File: src/rtl/core/ndefp_pkg.sv
`timescale 1ns / 1ps
// ----------------------------------------------------------------------------
// NDEF record parser package
// Section codes, flag byte bit positions and the result record shared by the
// parser core and the top level.
// ----------------------------------------------------------------------------
package ndefp_pkg;

  // Section codes; the parser phase uses the same encoding.
  localparam logic [2:0] SEC_FLAG    = 3'd0;
  localparam logic [2:0] SEC_TLEN    = 3'd1;
  localparam logic [2:0] SEC_PLEN    = 3'd2;
  localparam logic [2:0] SEC_IDLEN   = 3'd3;
  localparam logic [2:0] SEC_TYPE    = 3'd4;
  localparam logic [2:0] SEC_ID      = 3'd5;
  localparam logic [2:0] SEC_PAYLOAD = 3'd6;

  // Bit positions within the flag byte.
  localparam int FLG_MB_BIT = 7;
  localparam int FLG_ME_BIT = 6;
  localparam int FLG_CF_BIT = 5;
  localparam int FLG_SR_BIT = 4;
  localparam int FLG_IL_BIT = 3;

  // Index of the last long payload length byte.
  localparam logic [1:0] LEN_BYTE_LAST = 2'd3;

  // One result request.
  typedef struct packed {
    logic [7:0]  data_out;
    logic [2:0]  section;
    logic [2:0]  tnf;
    logic        message_begin;
    logic        message_end;
    logic        chunk_flag;
    logic [7:0]  type_length;
    logic [7:0]  id_length;
    logic [31:0] payload_length;
    logic        record_end;
    logic        empty_payload_error;
  } result_t;

endpackage

File: src/rtl/core/ndefp_core.sv
`timescale 1ns / 1ps
// ----------------------------------------------------------------------------
// NDEF record parser core
// Holds the record state and works out combinationally, for one byte, the
// section tag, the decoded header fields and the record end marker.
// ----------------------------------------------------------------------------
module ndefp_core (
  input  logic                clk,
  input  logic                rst_n,
  input  logic                step,
  input  logic [7:0]          data_byte,
  input  logic                start_record,
  input  logic                reject_empty,
  output ndefp_pkg::result_t  result
);

  logic [2:0]  phase_r, phase_nxt;
  logic [7:0]  flag_r, flag_nxt;
  logic [7:0]  tlen_r, tlen_nxt;
  logic [7:0]  idlen_r, idlen_nxt;
  logic [31:0] plen_r, plen_nxt;
  logic [1:0]  lcnt_r, lcnt_nxt;
  logic [31:0] rem_r, rem_nxt;
  logic [2:0]  cur;
  logic        rec_end;
  logic        rem_last;

  // The counter reaches zero on this byte when it holds one now.
  assign rem_last = (rem_r == 32'd1);

  // Next state and record end for the current byte.
  always_comb begin
    phase_nxt = phase_r;
    flag_nxt  = flag_r;
    tlen_nxt  = tlen_r;
    idlen_nxt = idlen_r;
    plen_nxt  = plen_r;
    lcnt_nxt  = lcnt_r;
    rem_nxt   = rem_r;
    rec_end   = 1'b0;

    cur = start_record ? ndefp_pkg::SEC_FLAG : phase_r;
    if (cur > ndefp_pkg::SEC_PAYLOAD) begin
      cur = ndefp_pkg::SEC_FLAG;
    end

    case (cur)
      ndefp_pkg::SEC_FLAG: begin
        flag_nxt  = data_byte;
        tlen_nxt  = 8'd0;
        idlen_nxt = 8'd0;
        plen_nxt  = 32'd0;
        lcnt_nxt  = 2'd0;
        rem_nxt   = 32'd0;
        phase_nxt = ndefp_pkg::SEC_TLEN;
      end
      ndefp_pkg::SEC_TLEN: begin
        tlen_nxt  = data_byte;
        lcnt_nxt  = 2'd0;
        phase_nxt = ndefp_pkg::SEC_PLEN;
      end
      ndefp_pkg::SEC_PLEN: begin
        if (flag_r[ndefp_pkg::FLG_SR_BIT] || (lcnt_r == ndefp_pkg::LEN_BYTE_LAST)) begin
          // Last length byte: move on to the ID length or the body, or end the record.
          plen_nxt = flag_r[ndefp_pkg::FLG_SR_BIT] ? {24'd0, data_byte}
                                                   : {plen_r[23:0], data_byte};
          lcnt_nxt = 2'd0;
          if (flag_r[ndefp_pkg::FLG_IL_BIT]) begin
            phase_nxt = ndefp_pkg::SEC_IDLEN;
          end else if (tlen_r != 8'd0) begin
            phase_nxt = ndefp_pkg::SEC_TYPE;
            rem_nxt   = {24'd0, tlen_r};
          end else if (idlen_r != 8'd0) begin
            phase_nxt = ndefp_pkg::SEC_ID;
            rem_nxt   = {24'd0, idlen_r};
          end else if (plen_nxt != 32'd0) begin
            phase_nxt = ndefp_pkg::SEC_PAYLOAD;
            rem_nxt   = plen_nxt;
          end else begin
            phase_nxt = ndefp_pkg::SEC_FLAG;
            rec_end   = 1'b1;
          end
        end else begin
          plen_nxt = {plen_r[23:0], data_byte};
          lcnt_nxt = lcnt_r + 2'd1;
        end
      end
      ndefp_pkg::SEC_IDLEN: begin
        idlen_nxt = data_byte;
        if (tlen_r != 8'd0) begin
          phase_nxt = ndefp_pkg::SEC_TYPE;
          rem_nxt   = {24'd0, tlen_r};
        end else if (data_byte != 8'd0) begin
          phase_nxt = ndefp_pkg::SEC_ID;
          rem_nxt   = {24'd0, data_byte};
        end else if (plen_r != 32'd0) begin
          phase_nxt = ndefp_pkg::SEC_PAYLOAD;
          rem_nxt   = plen_r;
        end else begin
          phase_nxt = ndefp_pkg::SEC_FLAG;
          rec_end   = 1'b1;
        end
      end
      ndefp_pkg::SEC_TYPE: begin
        rem_nxt = rem_r - 32'd1;
        if (rem_last) begin
          if (idlen_r != 8'd0) begin
            phase_nxt = ndefp_pkg::SEC_ID;
            rem_nxt   = {24'd0, idlen_r};
          end else if (plen_r != 32'd0) begin
            phase_nxt = ndefp_pkg::SEC_PAYLOAD;
            rem_nxt   = plen_r;
          end else begin
            phase_nxt = ndefp_pkg::SEC_FLAG;
            rec_end   = 1'b1;
          end
        end
      end
      ndefp_pkg::SEC_ID: begin
        rem_nxt = rem_r - 32'd1;
        if (rem_last) begin
          if (plen_r != 32'd0) begin
            phase_nxt = ndefp_pkg::SEC_PAYLOAD;
            rem_nxt   = plen_r;
          end else begin
            phase_nxt = ndefp_pkg::SEC_FLAG;
            rec_end   = 1'b1;
          end
        end
      end
      default: begin
        // Payload bytes: count down to the end of the record.
        rem_nxt = rem_r - 32'd1;
        if (rem_last) begin
          phase_nxt = ndefp_pkg::SEC_FLAG;
          rec_end   = 1'b1;
        end
      end
    endcase
  end

  // Result fields are taken from the state as it stands after this byte.
  always_comb begin
    result.data_out            = data_byte;
    result.section             = cur;
    result.tnf                 = flag_nxt[2:0];
    result.message_begin       = flag_nxt[ndefp_pkg::FLG_MB_BIT];
    result.message_end         = flag_nxt[ndefp_pkg::FLG_ME_BIT];
    result.chunk_flag          = flag_nxt[ndefp_pkg::FLG_CF_BIT];
    result.type_length         = tlen_nxt;
    result.id_length           = idlen_nxt;
    result.payload_length      = plen_nxt;
    result.record_end          = rec_end;
    result.empty_payload_error = rec_end && (plen_nxt == 32'd0) && reject_empty;
  end

  // Record state registers.
  always_ff @(posedge clk) begin
    if (!rst_n) begin
      phase_r <= ndefp_pkg::SEC_FLAG;
      flag_r  <= 8'd0;
      tlen_r  <= 8'd0;
      idlen_r <= 8'd0;
      plen_r  <= 32'd0;
      lcnt_r  <= 2'd0;
      rem_r   <= 32'd0;
    end else if (step) begin
      phase_r <= phase_nxt;
      flag_r  <= flag_nxt;
      tlen_r  <= tlen_nxt;
      idlen_r <= idlen_nxt;
      plen_r  <= plen_nxt;
      lcnt_r  <= lcnt_nxt;
      rem_r   <= rem_nxt;
    end
  end

endmodule

File: src/rtl/core/ndef_record_parser.sv
`timescale 1ns / 1ps
// ----------------------------------------------------------------------------
// NDEF record parser
// Tags each byte of an NDEF record stream with its section and the decoded
// header fields, and marks the last byte of each record.
// ----------------------------------------------------------------------------
// The parser takes one byte per clock cycle while the output side does not
// stall and returns one result request per byte, in order. A byte is held in
// the input register, decoded against the record state, and the result lands
// in the output register, from which it is offered. The update of the record
// state (phase, the header lengths and the 32-bit down-counter) for each byte
// sets the throughput of one byte per cycle. The input register keeps taking
// bytes while a result waits in the output register; stall on the input side
// rises only when both hold a request. The reject_empty_payload register
// resets to one and is written through the cfg_ channel, which is always
// ready; write it only while no request is in flight, since a byte already
// held in the input register is decoded with the new value.
module ndef_record_parser (
  input  logic        clk,
  input  logic        rst_n,
  // Input channel
  input  logic        in_valid,
  output logic        in_stall,
  input  logic [7:0]  in_data_byte,
  input  logic        in_start_record,
  // Result channel
  output logic        out_valid,
  input  logic        out_stall,
  output logic [7:0]  out_data_out,
  output logic [2:0]  out_section,
  output logic [2:0]  out_tnf,
  output logic        out_message_begin,
  output logic        out_message_end,
  output logic        out_chunk_flag,
  output logic [7:0]  out_type_length,
  output logic [7:0]  out_id_length,
  output logic [31:0] out_payload_length,
  output logic        out_record_end,
  output logic        out_empty_payload_error,
  // Configuration channel
  input  logic        cfg_valid,
  output logic        cfg_ready,
  input  logic        cfg_reject_empty_payload
);

  logic               in_valid_r, in_valid_nxt;
  logic [7:0]         in_data_r;
  logic               in_start_r;
  logic               out_valid_r, out_valid_nxt;
  ndefp_pkg::result_t res_r;
  ndefp_pkg::result_t res_nxt;
  logic               reject_r;
  logic               out_load;
  logic               step;
  logic               in_take;

  // Handshake control between the two registers.
  assign out_load = !out_valid_r || !out_stall;
  assign step     = in_valid_r && out_load;
  assign in_stall = in_valid_r && !out_load;
  assign in_take  = in_valid && !in_stall;
  assign cfg_ready = 1'b1;

  always_comb begin
    in_valid_nxt = in_valid_r;
    if (in_take) begin
      in_valid_nxt = 1'b1;
    end else if (step) begin
      in_valid_nxt = 1'b0;
    end
    out_valid_nxt = out_valid_r;
    if (step) begin
      out_valid_nxt = 1'b1;
    end else if (!out_stall) begin
      out_valid_nxt = 1'b0;
    end
  end

  // Control registers.
  always_ff @(posedge clk) begin
    if (!rst_n) begin
      in_valid_r  <= 1'b0;
      out_valid_r <= 1'b0;
      reject_r    <= 1'b1;
    end else begin
      in_valid_r  <= in_valid_nxt;
      out_valid_r <= out_valid_nxt;
      if (cfg_valid && cfg_ready) begin
        reject_r <= cfg_reject_empty_payload;
      end
    end
  end

  // Payload registers.
  always_ff @(posedge clk) begin
    if (in_take) begin
      in_data_r  <= in_data_byte;
      in_start_r <= in_start_record;
    end
    if (step) begin
      res_r <= res_nxt;
    end
  end

  // Per-byte decode and record state.
  ndefp_core u_core (
    .clk          (clk),
    .rst_n        (rst_n),
    .step         (step),
    .data_byte    (in_data_r),
    .start_record (in_start_r),
    .reject_empty (reject_r),
    .result       (res_nxt)
  );

  // Result outputs.
  assign out_valid               = out_valid_r;
  assign out_data_out            = res_r.data_out;
  assign out_section             = res_r.section;
  assign out_tnf                 = res_r.tnf;
  assign out_message_begin       = res_r.message_begin;
  assign out_message_end         = res_r.message_end;
  assign out_chunk_flag          = res_r.chunk_flag;
  assign out_type_length         = res_r.type_length;
  assign out_id_length           = res_r.id_length;
  assign out_payload_length      = res_r.payload_length;
  assign out_record_end          = res_r.record_end;
  assign out_empty_payload_error = res_r.empty_payload_error;

endmodule
File: config.mk
export PLATFORM = sky130hd
export DESIGN_NAME = ndef_record_parser
export DESIGN_NICKNAME = d
export VERILOG_FILES = /design/src/rtl/core/ndefp_pkg.sv /design/src/rtl/core/ndefp_core.sv /design/src/rtl/core/ndef_record_parser.sv
export SDC_FILE = /design/constraint.sdc
export NUM_CORES = 1
export LEC_CHECK = 0
export BUFFER_PORTS_ARGS = -buffer_cell sky130_fd_sc_hd__buf_4
export CAP_MARGIN = 20
export CORE_MARGIN = 2
export CORE_UTILIZATION = 40
export CTS_CLUSTER_SIZE = 12
export DETAILED_ROUTE_END_ITERATION = 7
export SLEW_MARGIN = 20
export SYNTH_ARGS = -nofsm -noshare
export SYNTH_HDL_FRONTEND = slang
export SYNTH_SLANG_ARGS = --single-unit
File: constraint.sdc
create_clock -name clk -period 3.91 [get_ports clk]
set_input_delay 0 -clock clk [delete_from_list [all_inputs] [get_ports clk]]
set_output_delay 0 -clock clk [all_outputs]
set_load 0.02 [all_outputs]
Word level (Yosys, flattened, before mapping)

Cells that the tools add are included.
W data, S select, Z words.

Muxes and demuxes: 53
Equal/unequal tests: 14
Bitwise logic cells: 1
$lt $le $gt $ge: 1
Add/sub/neg operators: 2
Reductions and logical operators: 26

Operators with widths:

| operator                | number |
|---|---|
| $mux W32                | 14 |
| $pmux W32 S6            | 1 |
| $pmux W32 S2            | 1 |
| $reduce_bool A32 Y1     | 2 |
| $mux W3                 | 14 |
| $eq A32 B1 Y1 const B   | 1 |
| $logic_not A32 Y1       | 1 |
| $pmux W8 S2             | 2 |
| $sub A32 B1 Y32 const B | 1 |
| $reduce_bool A8 Y1      | 3 |
| $pmux W3 S6             | 1 |
| $mux W1                 | 16 |
| $mux W8                 | 1 |
| $ne A2 B1 Y1 const B    | 4 |
| $ne A4 B1 Y1 const B    | 2 |
| $eq A3 B2 Y1 const B    | 2 |
| $eq A3 B3 Y1 const B    | 2 |
| $reduce_and A6 Y1       | 1 |
| $logic_and A1 B1 Y1     | 5 |
| $pmux W1 S5             | 1 |
| $reduce_and A5 Y1       | 1 |
| $reduce_bool A5 Y1      | 1 |
| $logic_not A1 Y1        | 4 |
| $pmux W2 S2             | 1 |
| other kinds (12)        | 15 |

Flip-flop bits (word level): 172
Output and inout bits: 70
Input bits: 15
Logic and storage cells: 121

Longest topological paths before layout

Gate-level depths: netlist of run 1.

Depth after elaboration: 10
Depth in mapped cells: 15
Depth with buffers taken out: 11

Modules after synthesis

A second synthesis of run 1 with hierarchy kept.

Cell total of the unflattened synthesis: 990
Area total of the unflattened synthesis: 9,313.9 µm²

Modules (own cells, without submodules):

| module             | cells each | times used | area an instance (µm²) | seq. area each (µm²) |
|---|---|---|---|---|
| ndefp_core         | 901        | 1          | 6,902.9                | 1,861.8 |
| ndef_record_parser | 89         | 1          | 2,411.1                | 2,342.2 |

Least setup slack after synthesis of run 1

Ideal clock, no wire load.

Kind: register to register
From: register out_valid_r, in the netlist out_valid
To: register u_core.idlen_r[7]
Path slack: 0.565 ns
Arrival: 3.079 ns
Period minus slack after synthesis: 3.345 ns
Required time: 3.644 ns
Stages on the path, launching flop included: 7
Setup time: 0.266 ns
Buffers on the path: 2
Path through: dfxtp_1 nand2_1 nand2_1 inv_1 clkbuf_1 clkbuf_1 a311oi_1

Longest elaborated chain between the ends: 3

RTL lines:

| what                     | line                     | source |
|---|---|---|
| start: declaration       | ndef_record_parser.sv:49 | `logic out_valid_r, out_valid_nxt;` |
| start signal: assignment | ndef_record_parser.sv:87 | `out_valid_r <= out_valid_nxt;` |
| $logic_not A1 Y1         | ndef_record_parser.sv:58 | `assign out_load = !out_valid_r \|\| !out_stall;` |
| $logic_or A1 B1 Y1       | ndef_record_parser.sv:58 |  |
| $logic_and A1 B1 Y1      | ndef_record_parser.sv:59 | `assign step = in_valid_r && out_load;` |
| end signal: assignment   | ndefp_core.sv:171        | `idlen_r <= idlen_nxt;` |
| end: declaration         | ndefp_core.sv:20         | `logic [7:0] idlen_r, idlen_nxt;` |

No other way between the ends.
A chain may end at the register's enable or synchronous reset.

Worst setup path in the final report of run 1

From: register in_start_r
To: register u_core.rem_r[25]

Longest elaborated chain between the ends: 6
Elaborated cells on any way between the ends: 16
Those cells by class: 1 x order compare; 9 x eq/ne; 3 x mux; 1 x bitwise; 2 x reduce/logical

RTL lines:

| what                                           | line                     | source |
|---|---|---|
| start: declaration                             | ndef_record_parser.sv:48 | `logic in_start_r;` |
| start signal: assignment                       | ndef_record_parser.sv:98 | `in_start_r <= in_start_record;` |
| $mux W3 (*)                                    | ndefp_core.sv:42         | `cur = start_record ? ndefp_pkg::SEC_FLAG : phase_r;` |
| $gt A3 B3 Y1                                   | ndefp_core.sv:43         | `if (cur > ndefp_pkg::SEC_PAYLOAD) begin` |
| $mux W3 (*)                                    | ndefp_core.sv:43         |  |
| $eq A3 B2 Y1 or $eq A3 B1 Y1 (tied branches)   | ndefp_core.sv:47         | `case (cur)` |
| $ne A4 B1 Y1 (no line) (tied with other cells) | --                       |  |
| $reduce_and A6 Y1 (no line)                    | --                       |  |
| end signal: assignment                         | ndefp_core.sv:174        | `rem_r <= rem_nxt;` |
| end: declaration                               | ndefp_core.sv:23         | `logic [31:0] rem_r, rem_nxt;` |

Mark *: on every way between the ends. The rest lies on a longest branch, timed or not.

==> results of run 1 <==
synth_stat cells (all sizes together), types with 3 or more instances:
master / number
or3: 10
a21oi: 52
and3: 16
a22oi: 10
o211a: 14
o22a: 4
o32ai: 5
a21o: 6
inv: 25
a221oi: 9
o221a: 6
o211ai: 5
clkbuf: 70
o21a: 6
a22o: 28
ha: 5
a32o: 14
nor4: 25
nand2b: 22
a31oi: 11
nand4: 7
mux2: 6
dfxtp: 96
o22ai: 11
nor2: 108
a211o: 5
xnor2: 6
nand2: 93
buf: 15
nor3: 50
edfxtp: 76
a32oi: 3
o31ai: 9
o21ai: 66
and2: 8
a211oi: 28
or2: 3
o311ai: 4
a311oi: 8
nor2b: 4
nand3: 30
a2bb2oi: 3
or4: 8
timing repair:
| action | 4_1_cts | 5_1_grt |
|---|---|---|
| hold endpoints to repair | 12 | 0 |
| buffers inserted | 0 | 0 |
| hold buffers | 14 | 0 |
per-stage QoR:
| stage | power (µW) | hold slack, ps | utilization [%] | setup slack (ps) |
|---|---|---|---|---|
| 6_report | 4530 | 81.1 | 47.9 | 307 |
| 5_1_grt | 4690 | 83.9 | 47.9 | 85.8 |
| 4_1_cts | 4540 | 66.2 | 47.9 | 401 |
| 3_5_place_dp | 2830 | 179 | 44.7 | 440 |
| 3_3_place_gp | 2820 | 179 | 44.7 | 495 |
| 2_1_floorplan | 2570 | 98.9 | - | 565 |
final timing paths:
kind	startpoint	to	slack, ps	cells after the start
worst max-delay path	in_start_r$_DFFE_PP_	u_core.rem_r[25]$_SDFFE_PN0P_	310	12
worst min-delay path	rst_n	u_core.plen_r[25]$_SDFFE_PN0P_	80	2
worst max register to register	in_start_r$_DFFE_PP_	u_core.rem_r[25]$_SDFFE_PN0P_	310	12
worst min register to register	u_core.lcnt_r[1]$_SDFFE_PN0P_	u_core.lcnt_r[1]$_SDFFE_PN0P_	470	2
logic make-up after synthesis:
kind of cell	count (synthesis)
AO/OA/AOI/OAI	323
XOR/XNOR	8
adder cells (fa/ha/maj)	5
buffers and inverters	110
flip-flops	172
multiplexers	7
other	1
AND/OR/NAND/NOR	392
routing by layer:
| metal | GRT usage [%] | up-vias | share of wire [%] |
|---|---|---|---|
| li1 | - | 3980 | - |
| met1 | 37.0 | 4216 | 44 |
| met2 | 37.2 | 523 | 43 |
| met3 | 4.74 | 48 | 11 |
| met4 | 6.73 | 0 | 1.8 |
| met5 | 0 | - | 0 |
state kept, by name, indices dropped and copies added (netlist names), 2 cells and up:
name and flops:
out_id_length 8, u_core.idlen_r 8, out_payload_length 32, u_core.phase_r 3, out_tnf 3, out_data_out 8
u_core.rem_r 32, u_core.tlen_r 8, u_core.plen_r 32, in_data_r 8, u_core.flag_r 8, out_section 3
out_type_length 8, u_core.lcnt_r 2
power by group through the flow:
| stage | clock [µW] | sequential, µW | combinational (µW) |
|---|---|---|---|
| after detailed placement | 0 | 2110 | 717 |
| after global routing | 1800 | 2080 | 807 |
| after floorplan | 0 | 2100 | 465 |
| final | 1710 | 2080 | 747 |
| after CTS | 1730 | 2070 | 731 |
| after global placement | 0 | 2110 | 712 |
layout make-up:
class,instances,share of cell area (%)
clock inverter,12,1.17
tap,285,3.29
sequential,172,38.8
inverter,25,0.890
multi-input combinational,736,41.9
clock buffer,20,4.22
timing repair buffer,135,9.72
==> results.tsv, run 1 <==
metric	value	unit
Critical Path Max Stage Delay	630	ps
Synth Instances	1018	
CTS tree	done	
Worst-path clk slew	70	ps
Max-Cap Viols	0	
Final TNS setup	0	ps
area of the core	0.0226	mm²
clock power share	37.7	%
Filler Cells Inserted	2126	
post-synthesis mux area share	0.847	%
worst min path class	in -> reg	
Rel. slew slack	41.2	%
HPWL Detailed	20300	µm
clk sinks	172	
Int Power	3160	µW
post-route insts no fill	1385	
largest family of logic cells by synthesized area	compound AO/OA/AOI/OAI gates	
Worst path most repeated cell	inv_1	
most frequent cells in the layout	buf_4 (120), nor2_1 (105), dfxtp_1 (96)	
multi-input logic area	0.00453	mm²
initial antenna violation count	0	
IO Count	85	
Reg area	0.00420	mm²
Iter 0 DRT Violations	1132	
Post-synth EDFFs	76	
Antenna diodes	0	
Final Skew	8.32	ps
Vias/cell	6.33	
Layout Nets	1107	
Die X	155	µm
root buffer cell	clkbuf_16	
RSZ-0062 raised after global routing	false	
Tmin final	3600	ps
share of layout cells above drive strength 1	17.3	%
Critical Path, Cell by Cell	inv_1 > nand2_1 > inv_1 > ha_1 > nor4b_2 > nor3b_2 > and3_1 > buf_4 > and2_1 > o21ai_0 > o32ai_1 > a32o_1	
Initial Util	40.6	%
H-tree levels	4	
CP top delay family	simple AND/OR/NAND/NOR gates	
DR vias	8767	
xor and xnor area share after synthesis	0.765	%
chip height	155	µm
largest net degree at the start of global routing	102	
Worst-Margin Slew	880	ps
Yosys top cell area share	24.9	%
Yosys Warn Count	0	
Post-Synth Adder-Cell Area	0.683	%
number of global-route vias before repair	7830	
Switching Fraction	30.2	%
Synth Net Count	1038	
Setup crit end kind	flip-flop	
post-synthesis register bit count	172	
combinational share of power	16.5	%
WL per Instance	21.8	µm
final setup vio count	0	
final RePlAce weighted congestion	0.942	
Final Max Tran Viols	0	
area delta synth->final	18.2	%
Simple-Gate Fraction of Synth Area	21.3	%
Post-synth ARST share	0	%
Pre-antenna DRT Iters	5	
cell area after synthesis	0.00916	mm²
DRT antenna net count	0	
Clock Latency Late Sink	430	ps
Mapped Avg Cell Area	8.99	µm²
Die Area	0.0241	mm²
Design Area, Final	0.0108	mm²
VDD IR-drop max	0.266	mV
CP Launch Type	flip-flop	
# resized after CTS	0	
period utilization	92.2	%
Placement Rows	55	
final hold vios	0	
grt ovf	0	
global-route wire length before repair	46800	µm
Area contributors post-synth	edfxtp_1 (25%), dfxtp_1 (21%), nor2_1 (4.3%)	
fmax	278	MHz
Crit path required time	4290	ps
Pleak	0.00423	µW
placed cells	1339	
commonest non-fill, non-tap cell in the layout	buf_4	
GRT Util Overall	25.0	%
worst-path maximum fanout	16	
residual DRC count	0	
largest area contributor in the netlist	edfxtp_1	
pwr dens	419	mW/mm²
status	finished, final reports clean	
TritonCTS Buffers	17	
Crit path arrival time	3980	ps
post-synthesis compound-gate area fraction	25.6	%
buffers added on ports	83	
WP buf/inv	3	
CP max-delay cell	nor4b_2	
placed cell areas	0.0101	mm²
Netlist cell types	84	
register area share after synthesis	45.9	%
CTS max path bufs	2	
switching power	1370	µW
critical path class	reg -> reg	
sequential share of power	45.8	%
ys flop type	dfxtp_1	
final WL	30200	µm
Note: power is estimated with default switching activity, not from simulation.
==> inputs of run 2 (changes only) <==
--- a/config.mk
+++ b/config.mk
@@ -11,7 +11,9 @@
 export CORE_UTILIZATION = 40
 export CTS_CLUSTER_SIZE = 12
 export DETAILED_ROUTE_END_ITERATION = 7
+export MAX_ROUTING_LAYER = met4
 export SLEW_MARGIN = 20
 export SYNTH_ARGS = -nofsm -noshare
 export SYNTH_HDL_FRONTEND = slang
+export SYNTH_HIERARCHICAL = 1
 export SYNTH_SLANG_ARGS = --single-unit
==> results.tsv, run 2 <==
metric	value	unit	change
worst-path maximum fanout	22		+6
Yosys top cell area share	24.5	%	-0.43 points
register area share after synthesis	45.1	%	-0.78 points
Die X	157	µm	+0.84%
initial antenna violation count	0		unchanged
grt ovf	0		unchanged
Reg2Reg Depth	11		-1
most frequent cell after synthesis	dfxtp_1		
final WL	29700	µm	-1.7%
Placement Rows	55		unchanged
final setup vio count	0		unchanged
status	finished, final reports clean		
area of the core	0.0228	mm²	+0.91%
final hold vios	0		unchanged
Hold Crit Start	rst_n		
Int Power	3130	µW	-1.1%
cell area after synthesis	0.00931	mm²	+1.7%
RSZ-0062 raised after global routing	false		
Crit path required time	4230	ps	-60 ps
reg2reg end	u_core/rem_r[27]$_SDFFE_PN0P_		
Hold Path Stages	2		unchanged
Layout Nets	1081		-2.3%
clk sinks	172		unchanged
Pre-antenna DRT Iters	6		+1
residual DRC count	0		unchanged
Post-synth ARST share	0	%	unchanged
# resized after CTS	0		unchanged
Rel. slew slack	37.5	%	-3.8 points
Area contributors post-synth	edfxtp_1 (25%), dfxtp_1 (21%), nand2_1 (3.5%)		
CTS tree	done		
share of layout cells above drive strength 1	20.0	%	+2.7 points
CTS max path bufs	2		unchanged
combinational share of power	16.3	%	-0.2 points
Final Skew	20.7	ps	+12.4 ps
post-synthesis register bit count	172		unchanged
TritonCTS Buffers	17		unchanged
WL per Instance	21.4	µm	-1.8%
Die Area	0.0245	mm²	+1.7%
switching power	1380	µW	+0.73%
Iter 0 DRT Violations	920		-19%
Final TNS setup	0	ps	unchanged
launching point of the worst reg2reg path	in_start_r$_DFFE_PP_		
Mapped Avg Cell Area	9.41	µm²	+4.6%
most frequent cells in the layout	buf_4 (123), dfxtp_1 (96), nand2_1 (87), nor2_1 (87), edfxtp_1 (76)		
commonest non-fill, non-tap cell in the layout	buf_4		
number of global-route vias before repair	7779		-0.65%
root buffer cell	clkbuf_16		
Pleak	0.00419	µW	-0.90%
ys flop type	dfxtp_1		
Yosys Warn Count	6		+6
clock power share	38.1	%	+0.4 points
sequential share of power	45.6	%	-0.2 points
setup slack after placement	619	ps	+179 ps
PnR worst setup slack	523	ps	+217 ps
Worst-path clk slew	80	ps	about the same
critical path class	reg -> reg		
setup bufs post-CTS	0		unchanged
Switching Fraction	30.6	%	+0.40 points
internal reg-to-reg setup slack	520	ps	+220 ps
Crit path arrival time	3700	ps	-280 ps
Clock Latency Late Sink	440	ps	about the same
fmax	295	MHz	+6.4%
final RePlAce weighted congestion	0.957		+1.6%
Synth Net Count	1010		-2.7%
GRT Util Overall	25.0	%	about the same
Final Max Tran Viols	0		unchanged
global-route wire length before repair	45600	µm	-2.6%
Antenna diodes	0		unchanged
most frequent cells after synthesis	dfxtp_1 (96), nand2_1 (87), nor2_1 (87), edfxtp_1 (76), a21oi_1 (53)		
Tmin final	3390	ps	-217 ps
Setup crit end kind	flip-flop		
Netlist cell types	93		+11%
DRT antenna net count	0		unchanged
H-tree levels	4		unchanged
Initial Util	40.9	%	+0.33 points
period utilization	86.6	%	-5.5 points
CP Launch Type	flip-flop		
buffers added on ports	83		unchanged
Filler Cells Inserted	2168		+2.0%
Vias/cell	6.11		-3.5%
pwr dens	410	mW/mm²	-2.1%
chip height	157	µm	+0.84%
Synth Instances	990		-2.8%
IO Count	85		unchanged
Worst-Margin Slew	937	ps	+56.7 ps
VDD IR-drop max	0.283	mV	+6.4%
largest area contributor in the netlist	edfxtp_1		
Post-synth EDFFs	76		unchanged
WHS Endpoint	u_core/plen_r[8]$_SDFFE_PN0P_		
area delta synth->final	18.0	%	
HPWL Detailed	20100	µm	-0.96%
largest net degree at the start of global routing	125		+23%
worst min path class	in -> reg		
DR vias	8472		-3.4%
Max-Cap Viols	0		unchanged
==> run 2: per-layer routing <==
layer | vias up | global-route usage, % | part of all wire (%)
li1 | 3906 | - | -
met1 | 4132 | 35.3 | 46
met2 | 390 | 36.9 | 45
met3 | 44 | 4.49 | 7.6
met4 | 0 | 6.68 | 1.7
met5 | - | - | 0
==> run 2: cells by family (layout without fill, tap and decap cells) <==
group | Yosys count | after routing | share of synthesized area, %
other | 1 | 1 | 0.0403
XOR/XNOR | 14 | 14 | 1.32
AO/OA/AOI/OAI | 320 | 320 | 24.9
buffers and inverters | 112 | 196 | 5.53
adder cells (fa/ha/maj) | 5 | 5 | 0.672
multiplexers | 24 | 24 | 2.66
AND/OR/NAND/NOR | 342 | 342 | 19.8
flip-flops | 172 | 172 | 45.1
==> run 2: layout make-up <==
cell class,instances,area [µm²],area share [%]
inverters,25,93.8,0.854
repair buffers,139,1090,9.95
well taps,313,392,3.56
flip-flops and latches,172,4200,38.2
clock inverters,13,136,1.24
multi-input cells,706,4620,42.0
clock buffers,19,454,4.13
==> run 2: critical path: stages, from the launching register on <==
cell and delay, ps:
edfxtp_1 540, inv_1 140, nand2_1 170, inv_1 60, ha_1 340, nor3_2 370, and3_1 240, nand3_1 250
o2111a_2 430, nand2_2 390, a21oi_1 100, o221a_1 240
==> run 2: what timing repair did <==
action	in CTS	in global routing
hold buffers	15	0
setup endpoints to repair	0	0
hold endpoints to repair	12	0
==> run 2: per-stage QoR <==
| step | hold slack [ps] | total power [µW] | utilization [%] | cells | area [µm²] |
|---|---|---|---|---|---|
| finish | 52.7 | 4510 | 48.3 | 1387 | 11000 |
| global route | 66.3 | 4680 | 48.3 | 1387 | 11000 |
| CTS | 43.6 | 4510 | 48.3 | 1387 | 11000 |
| detailed placement | 179 | 2800 | 45.0 | 1340 | 10300 |
| global placement | 179 | 2790 | 45.0 | 1340 | 10300 |
| floorplan | 61.9 | 2570 | - | 990 | 9330 |
==> run 2: worst max-delay path by stage <==
stage	startpoint	to	slack, ps	cells after the start
4_1_cts	in_start_r$_DFFE_PP_	u_core/rem_r[30]$_SDFFE_PN0P_	610	11
6_report	in_start_r$_DFFE_PP_	u_core/rem_r[27]$_SDFFE_PN0P_	520	11
3_3_place_gp	in_start_r$_DFFE_PP_	u_core/rem_r[30]$_SDFFE_PN0P_	680	11
3_5_place_dp	in_start_r$_DFFE_PP_	u_core/rem_r[27]$_SDFFE_PN0P_	620	11
2_1_floorplan	out_valid$_SDFFE_PN0P_	u_core/rem_r[29]$_SDFFE_PN0P_	920	6
5_1_grt	in_start_r$_DFFE_PP_	u_core/rem_r[9]$_SDFFE_PN0P_	290	11
==> run 2: power groups by stage <==
stage	clock, µW	combinational (µW)	sequential, µW
5_1_grt	1820	796	2060
3_5_place_dp	0	709	2090
3_3_place_gp	0	705	2090
6_report	1720	734	2050
4_1_cts	1740	725	2050
2_1_floorplan	0	479	2090
==> inputs of run 3 (changes only) <==
--- a/config.mk
+++ b/config.mk
@@ -6,12 +6,12 @@
 export NUM_CORES = 1
 export LEC_CHECK = 0
 export BUFFER_PORTS_ARGS = -buffer_cell sky130_fd_sc_hd__buf_4
-export CAP_MARGIN = 20
 export CORE_MARGIN = 2
-export CORE_UTILIZATION = 40
+export CORE_UTILIZATION = 35
 export CTS_CLUSTER_SIZE = 12
 export DETAILED_ROUTE_END_ITERATION = 7
 export MAX_ROUTING_LAYER = met4
+export PLACE_DENSITY = 0.48
 export SLEW_MARGIN = 20
 export SYNTH_ARGS = -nofsm -noshare
 export SYNTH_HDL_FRONTEND = slang
==> results.tsv, run 3 (synthesis gave the netlist of run 2 again) <==
metric	value	unit	change
Antenna diodes	0		unchanged
Hold Crit Start	rst_n		
Die X	167	µm	+6.7%
Clock Latency Late Sink	440	ps	about the same
WL per Instance	22.5	µm	+5.0%
final RePlAce weighted congestion	0.941		-1.7%
Rel. slew slack	35.7	%	-1.8 points
pwr dens	409	mW/mm²	-0.35%
Final Skew	11.9	ps	-8.82 ps
H-tree levels	4		unchanged
CTS max path bufs	2		unchanged
chip height	167	µm	+6.7%
Layout Nets	1082		+0.093%
Final TNS setup	0	ps	unchanged
area delta synth->final	18.0	%	about the same
DR vias	8362		-1.3%
setup slack after placement	525	ps	-93.4 ps
Worst-path clk slew	80	ps	about the same
Pre-antenna DRT Iters	5		-1
status	finished, final reports clean		
HPWL Detailed	21800	µm	+8.0%
largest net degree at the start of global routing	77		-38%
CTS tree	done		
initial antenna violation count	0		unchanged
Tmin final	3430	ps	+44.6 ps
Crit path arrival time	3820	ps	+120 ps
VDD IR-drop max	0.259	mV	-8.4%
post-layout util	42.2	%	-6.1 points
worst min path class	in -> reg		
share of layout cells above drive strength 1	20.1	%	+0.074 points
clk sinks	172		unchanged
TritonCTS Buffers	17		unchanged
# resized after CTS	0		unchanged
Vias/cell	5.93		-2.9%
PnR worst setup slack	479	ps	-44.6 ps
final hold vios	0		unchanged
CP max-delay cell	edfxtp_1		
critical path class	reg -> reg		
residual DRC count	0		unchanged
Worst-Margin Slew	965	ps	+28.4 ps
Iter 0 DRT Violations	863		-6.2%
buffers added on ports	83		unchanged
IO Count	85		unchanged
Critical Path Max Stage Delay	550	ps	about the same
grt ovf	0		unchanged
DRT antenna net count	0		unchanged
Pleak	0.00417	µW	-0.41%
worst setup path start	in_start_r$_DFFE_PP_		
Crit path required time	4300	ps	+70 ps
area of the core	0.0261	mm²	+14%
Placement Rows	59		+7.3%
CP Launch Type	flip-flop		
Critical Path, Cell by Cell	inv_1 > nand2_1 > inv_1 > ha_1 > nor3_2 > nor3b_2 > and3_1 > nand2_1 > a31o_2 > a211oi_1 > o221a_1		
period utilization	87.8	%	+1.1 points
WP buf/inv	2		unchanged
Final Max Tran Viols	0		unchanged
RSZ-0062 raised after global routing	false		
final WL	31700	µm	+6.8%
Hold WS	64.9	ps	+12.2 ps
CP top delay family	simple AND/OR/NAND/NOR gates		
most frequent cells in the layout	buf_4 (125), dfxtp_1 (96), nand2_1 (87), nor2_1 (87), edfxtp_1 (76)		
commonest non-fill, non-tap cell in the layout	buf_4		
Initial Util	35.7	%	-5.1 points
Max-Cap Viols	0		unchanged
global-route wire length before repair	48800	µm	+7.0%
worst-path maximum fanout	15		-32%
post-route insts no fill	1410		+1.7%
launching point of the worst reg2reg path	in_start_r$_DFFE_PP_		
root buffer cell	clkbuf_16		
fmax	291	MHz	-1.3%
Die Area	0.0279	mm²	+14%
number of global-route vias before repair	7855		+0.98%
GRT Util Overall	23.2	%	-1.8 points
final setup vio count	0		unchanged
placed cells	1363		+1.7%
Setup crit end kind	flip-flop		
-- run 3: final cells by class --
cell class | instances | area [µm²]
sequential | 172 | 4200
clock inverter | 13 | 128
fill | 2586 | 15100
clock buffer | 19 | 443
timing repair buffer | 140 | 1090
inverter | 25 | 93.8
tap | 335 | 419
multi-input combinational | 706 | 4620
-- run 3: worst paths after layout --
path / slack (ps) / end / cells after the start
worst min-delay path: 60 / u_core/plen_r[9]$_SDFFE_PN0P_ / 2
worst min register to register: 490 / u_core/lcnt_r[1]$_SDFFE_PN0P_ / 2
worst max-delay path: 480 / u_core/rem_r[27]$_SDFFE_PN0P_ / 11
worst max register to register: 480 / u_core/rem_r[27]$_SDFFE_PN0P_ / 11
-- run 3: power by group --
group	internal (µW)	total, µW	switching (µW)
registers	1960	2060	101
clock network	863	1700	834
logic	277	737	460
-- run 3: routing by layer --
metal	wire (µm)	track usage [%]	share of wire, %
met5	0	-	0
met1	15500	34.7	49
met3	2210	3.73	7.0
met4	464	5.95	1.5
met2	13500	32.6	43
-- run 3: timing repair --
action	4_1_cts	5_1_grt
endpoints found under the hold margin	12	0
hold buffers	15	0
setup buffers	0	0
-- run 3: metrics by stage --
step	area (µm²)	total power (µW)
4_1_cts	11000	4520
3_3_place_gp	10300	2820
2_1_floorplan	9330	2570
5_1_grt	11000	4680
6_report	11000	4490
3_5_place_dp	10300	2810
